==> src/rtl/core/tcw_ram.sv <==
// Generic simple dual-port RAM with registered read data.
`timescale 1ns / 1ps
module tcw_ram #(
	parameter int WIDTH = 8,
	parameter int DEPTH = 256
) (
	input  logic                     clk,
	input  logic                     we,
	input  logic [$clog2(DEPTH)-1:0] waddr,
	input  logic [WIDTH-1:0]         wdata,
	input  logic                     re,
	input  logic [$clog2(DEPTH)-1:0] raddr,
	output logic [WIDTH-1:0]         rdata
);

	logic [WIDTH-1:0] mem [DEPTH];

	// Write port, and read data held until the next read
	always_ff @(posedge clk) begin
		if (we) begin
			mem[waddr] <= wdata;
		end
		if (re) begin
			rdata <= mem[raddr];
		end
	end

endmodule

==> config.mk <==
export PLATFORM = sky130hd
export DESIGN_NAME = tcw_ram
export DESIGN_NICKNAME = d
export VERILOG_FILES = /design/src/rtl/core/tcw_ram.sv
export SDC_FILE = /design/constraint.sdc
export NUM_CORES = 2
export LEC_CHECK = 0
export ABC_AREA = 0
export BUFFER_PORTS_ARGS = -buffer_cell sky130_fd_sc_hd__buf_2
export CORE_MARGIN = 2
export CORE_UTILIZATION = 59
export CTS_BUF_LIST = sky130_fd_sc_hd__clkbuf_4
export DETAILED_ROUTE_END_ITERATION = 7
export GPL_TIMING_DRIVEN = 0
export PLACE_DENSITY = 0.78
export SYNTH_ARGS = -nofsm -noshare
export SYNTH_HDL_FRONTEND = slang
export SYNTH_SLANG_ARGS = --single-unit
==> constraint.sdc <==
create_clock -name clk -period 2.2 [get_ports clk]
set_input_delay 0.11 -clock clk [delete_from_list [all_inputs] [get_ports clk]]
set_output_delay 0.11 -clock clk [all_outputs]
set_load 0.005 [all_outputs]
==> impl_results.html <==
<table>
<tr><th>Metric</th><th>Value</th></tr>
<tr><th colspan="2">Finish</th></tr>
<tr><td>Final std cell area, no fill</td><td>90600 um2</td></tr>
<tr><td>Signed area change from the synthesized netlist to the final layout</td><td>13.8%</td></tr>
<tr><td>Proportion of layout cells with a drive suffix above 1</td><td>about 34%</td></tr>
<tr><td>Sequential cell area</td><td>61700 um2</td></tr>
<tr><td>Net count, final</td><td>4358</td></tr>
<tr><td>Area of the multi-input gates</td><td>about 18000 um2</td></tr>
<tr><td>Count of filler cells inserted in the layout</td><td>roughly 8300</td></tr>
<tr><th colspan="2">CTS</th></tr>
<tr><td>Insertion delay to the later sink of the worst-skew pair</td><td>1.45 ns</td></tr>
<tr><td>Clk Tree Root Cell</td><td>clkbuf_4</td></tr>
<tr><td>Num CTS Buffers</td><td>495</td></tr>
<tr><td>Level count of the clock H-tree</td><td>5</td></tr>
<tr><td>CTS clk-pin slew, worst paths</td><td>around 0.070 ns</td></tr>
<tr><td>Clock tree from TritonCTS</td><td>yes</td></tr>
<tr><td>TritonCTS Sinks</td><td>2056</td></tr>
<tr><td>Maximum buffer depth of the clock tree</td><td>4</td></tr>
<tr><th colspan="2">Detailed routing</th></tr>
<tr><td>First-pass DRT Iterations</td><td>8</td></tr>
<tr><td>Via count of the routed design</td><td>44800</td></tr>
<tr><td>DRC marker count from the first detailed-route iteration</td><td>approximately 8300</td></tr>
<tr><td>Total wirelength of the detailed-routed design</td><td>234000 um</td></tr>
<tr><td>Post-route DRC</td><td>1</td></tr>
<tr><td>Number of nets with antenna violations after routing</td><td>0</td></tr>
<tr><td>Average routed wire per standard cell</td><td>about 36 um</td></tr>
<tr><td>Routed via count divided by cell count</td><td>6.92</td></tr>
<tr><th colspan="2">Placed design</th></tr>
<tr><td>Global placer's final weighted congestion</td><td>~0.98</td></tr>
<tr><td>HPWL after DPL</td><td>150000 um</td></tr>
<tr><td>Placement-stage cell area</td><td>82400 um2</td></tr>
<tr><td>Count of buffers from port buffering</td><td>27</td></tr>
<tr><th colspan="2">Setup path</th></tr>
<tr><td>Terminus of the critical flop-to-flop path</td><td>rdata[6]$_DFFE_PP_</td></tr>
<tr><td>Timing startpoint of the critical path</td><td>raddr[2]</td></tr>
<tr><td>Startpoint type of the worst setup path</td><td>input pin</td></tr>
<tr><td>Worst-case register-to-register setup slack</td><td>-0.41 ns</td></tr>
<tr><td>Data arrival time of the critical path</td><td>3.79 ns</td></tr>
<tr><td>Max FO, Critical Path</td><td>10</td></tr>
<tr><td>Critical Path End Type</td><td>flop</td></tr>
<tr><td>Critical path data required time</td><td>3.30 ns</td></tr>
<tr><td>Register-to-Register Path Depth</td><td>5</td></tr>
<tr><td>Worst Setup EP</td><td>rdata[1]$_DFFE_PP_</td></tr>
<tr><td>Reg-to-reg critical path startpoint</td><td>mem[234][6]$_DFFE_PP_</td></tr>
<tr><td>Kind of critical path</td><td>in -&gt; reg</td></tr>
<tr><th colspan="2">Yosys</th></tr>
<tr><td>Yosys reg bits</td><td>2056</td></tr>
<tr><td>Number of different library cells in the post-synthesis netlist</td><td>54</td></tr>
<tr><td>Sequential fraction of the synthesis area</td><td>77.5%</td></tr>
<tr><td>Cell taking the most area after synthesis</td><td>edfxtp_1</td></tr>
<tr><td>Netlist Area Pre-Place</td><td>roughly 80000 um2</td></tr>
<tr><td>Net count after synthesis</td><td>3760</td></tr>
<tr><td>Yosys Warn Count</td><td>0</td></tr>
<tr><td>Cell count after synthesis</td><td>3733</td></tr>
<tr><td>FFs w/ async S/R, synth</td><td>0%</td></tr>
<tr><td>Leading post-synthesis cells by cell area</td><td>edfxtp_1 78%, mux4_2 13%, mux2i_1 1.7%</td></tr>
<tr><td>Average instance area after synthesis</td><td>between 20 and 25 um2</td></tr>
<tr><td>Share of the synthesized area in the top cell type</td><td>77.5%</td></tr>
<tr><td>Number of flops mapped to enable cells by yosys</td><td>2056</td></tr>
<tr><td>Top flip-flop cell by instance count after synthesis</td><td>edfxtp_1</td></tr>
<tr><th colspan="2">Die</th></tr>
<tr><td>Die extent in x</td><td>371 um</td></tr>
<tr><td>Placement Rows</td><td>134</td></tr>
<tr><td>Overall die area</td><td>approximately 140000 um2</td></tr>
<tr><td>Die boundary height</td><td>371 um</td></tr>
<tr><td>Initial standard-cell utilization of the core</td><td>59.5%</td></tr>
<tr><td>Number of top-level design ports</td><td>35</td></tr>
<tr><td>Area of the core region</td><td>134000 um2</td></tr>
<tr><th colspan="2">Global routing</th></tr>
<tr><td>First-pass GRT wire length</td><td>322000 um</td></tr>
<tr><td>Number of antenna violations at the first check in global routing</td><td>7</td></tr>
<tr><td>Largest net degree at the start of global routing</td><td>152</td></tr>
<tr><td>Combined global-route utilization of all metal layers</td><td>approximately 34%</td></tr>
<tr><td>Via count of the first global-routing pass</td><td>43900</td></tr>
<tr><td>Global-route congestion overflow total</td><td>0</td></tr>
<tr><th colspan="2">Power</th></tr>
<tr><td>Worst vdd rail ir drop</td><td>0.756 mV</td></tr>
<tr><td>Static Leakage</td><td>28.4 nW</td></tr>
<tr><td>Power per unit of standard cell area</td><td>864 nW/um2</td></tr>
<tr><th colspan="2">STA</th></tr>
<tr><td>Final setup skew</td><td>between 0.15 and 0.2 ns</td></tr>
<tr><td>Tightest Pin Transition</td><td>1.62 ns</td></tr>
<tr><td>Tcrit/Tclk final</td><td>122%</td></tr>
<tr><td>Total Neg Setup Slack</td><td>-106.34 ns</td></tr>
<tr><td>Final worst setup slack</td><td>-0.492 ns</td></tr>
<tr><td>Peak clock frequency supported by timing</td><td>372 MHz</td></tr>
<tr><td>Endpoints failing setup</td><td>between 900 and 1000</td></tr>
<tr><td>Period minus WS final</td><td>2.69 ns</td></tr>
<tr><td>RSZ-0062 raised after global routing</td><td>yes</td></tr>
<tr><td>Final slew viol count</td><td>22</td></tr>
<tr><td>Relative max-transition margin</td><td>-8.29%</td></tr>
<tr><td>Count of final hold-check violations</td><td>0</td></tr>
<tr><th colspan="2">Status</th></tr>
<tr><td>Outcome</td><td>complete, but fails checks</td></tr>
<tr><td>Violations in the final reports</td><td>design-rule violations, max-capacitance violations, max-slew violations, negative setup slack</td></tr>
<tr><th colspan="2">Worst hold path</th></tr>
<tr><td>Path category of the worst min-delay check</td><td>in -&gt; reg</td></tr>
<tr><td>Count of cells along the worst hold path</td><td>6</td></tr>
<tr><th colspan="2">Job</th></tr>
<tr><td>Total of max-cap violations</td><td>2</td></tr>
</table>
==> cell families after synthesis <==
logic type      count (synthesis)  share of synthesized area, %
flops                        2056                          77.5
buf+inv                       235                          1.83
mux                           591                          14.6
simple gates                  466                          2.63
compound gates                385                          3.42
==> routing by layer <==
layer  vias to the layer above  global-route usage (%)  part of all wire (%)
met3                       863                    14.2                    17
li1                      17300                       -                     -
met2                      4352                    49.5                    44
met5                         -                   0.909                  0.10
met4                        10                    20.4                   7.1
met1                     22300                    44.3                    32
==> cell usage after synthesis, types with 13 or more instances <==
| master | n |
|---|---|
| a211oi_1 | 16 |
| a21oi_1 | 96 |
| a221oi_1 | 13 |
| a22oi_1 | 133 |
| buf_1 | 22 |
| buf_2 | 31 |
| buf_4 | 27 |
| buf_6 | 21 |
| buf_8 | 13 |
| clkbuf_1 | 111 |
| edfxtp_1 | 2056 |
| mux2i_1 | 134 |
| mux4_2 | 454 |
| nand2_1 | 33 |
| nand3_1 | 34 |
| nor2_1 | 282 |
| nor2b_1 | 31 |
| nor3_1 | 22 |
| nor4_1 | 24 |
| o221ai_1 | 46 |
| o22ai_1 | 28 |
==> per-stage QoR <==
| step | cells | power [mW] | util [%] | setup slack [ns] | hold WS [ns] |
|---|---|---|---|---|---|
| 3_3_place_gp | 5528 | 48.4 | 61.3 | -2.72 | 0.506 |
| 3_5_place_dp | 5540 | 48.4 | 61.6 | -2.70 | 0.316 |
| 2_1_floorplan | 3733 | 46.2 | - | 0.0139 | 0.209 |
| 5_1_grt | 6474 | 80.0 | 67.7 | -0.383 | 0.0200 |
| 4_1_cts | 6466 | 77.9 | 67.1 | -0.331 | 0.000938 |
| 6_report | 6478 | 78.3 | 67.7 | -0.492 | 0.0704 |
==> how the worst min path moves through the flow <==
stage / from / end / slack [ns]
global route: raddr[5] / rdata[3]$_DFFE_PP_ / 0.02
floorplan: wdata[0] / mem[0][0]$_DFFE_PP_ / 0.21
CTS: waddr[3] / mem[152][6]$_DFFE_PP_ / 0.0009
finish: raddr[5] / rdata[3]$_DFFE_PP_ / 0.07
global placement: rdata[4]$_DFFE_PP_ / rdata[4] / 0.51
detailed placement: wdata[7] / mem[56][7]$_DFFE_PP_ / 0.32
==> worst max-delay path, stage by stage <==
cell      delay, ns
buf_2          0.26
buf_2          0.37
and2_1         0.19
buf_1          0.65
clkbuf_2       0.62
a22oi_1        0.26
a21oi_1        0.59
nor3_4         0.15
nor4_4         0.56
==> power breakdown <==
| part | switching (mW) | total (mW) | internal (mW) |
|---|---|---|---|
| clock | 15.0 | 30.1 | 15.2 |
| combinational | 3.41 | 4.99 | 1.58 |
| sequential | 0.0296 | 43.2 | 43.2 |
==> final cells by class <==
class | instances | share of cell area (%)
Tap cell | 1768 | 2.44
Clock inverter | 173 | 0.925
Sequential cell | 2056 | 68.1
Clock buffer | 692 | 5.73
Timing Repair Buffer | 101 | 1.30
Antenna cell | 11 | 0.0304
Inverter | 2 | 0.00828
Buffer | 233 | 1.72
Multi-Input combinational cell | 1442 | 19.7
==> sequential cells by signal (all words and copies together), names as in the netlist <==
register	cells
rdata	8
mem	2048
==> what timing repair did <==
item / in CTS / in global routing
hold buffers: 61 / 0
buffers inserted: 0 / 1
pin swaps: 22 / 17
endpoints found under the hold margin: 2987 / 0
endpoints found under the setup margin: 37 / 1309
resized for setup: 125 / 292
==> cell usage in the layout (no fill, tap or decap), types with 9 or more instances in the layout <==
| cell | n |
|---|---|
| nor2_1 | 119 |
| nor2_2 | 110 |
| nand4_1 | 10 |
| nor3_1 | 9 |
| mux4_2 | 455 |
| nand3_1 | 33 |
| nor2b_1 | 25 |
| clkbuf_2 | 31 |
| diode_2 | 11 |
| clkbuf_4 | 694 |
| clkinv_2 | 21 |
| buf_8 | 21 |
| buf_1 | 14 |
| o221ai_1 | 44 |
| o211ai_1 | 10 |
| a21oi_1 | 94 |
| a211oi_1 | 11 |
| clkinv_1 | 142 |
| nor4_4 | 22 |
| o22ai_1 | 28 |
| buf_16 | 13 |
| buf_2 | 60 |
| edfxtp_1 | 2056 |
| nand2_1 | 33 |
| a22oi_1 | 131 |
| buf_6 | 21 |
| clkbuf_1 | 69 |
| buf_12 | 9 |
| mux2i_1 | 134 |
| dlygate4sd3_1 | 56 |
| o21ai_0 | 10 |
| buf_4 | 31 |
| nor2_4 | 53 |
Power figures use the tool's default switching activity.
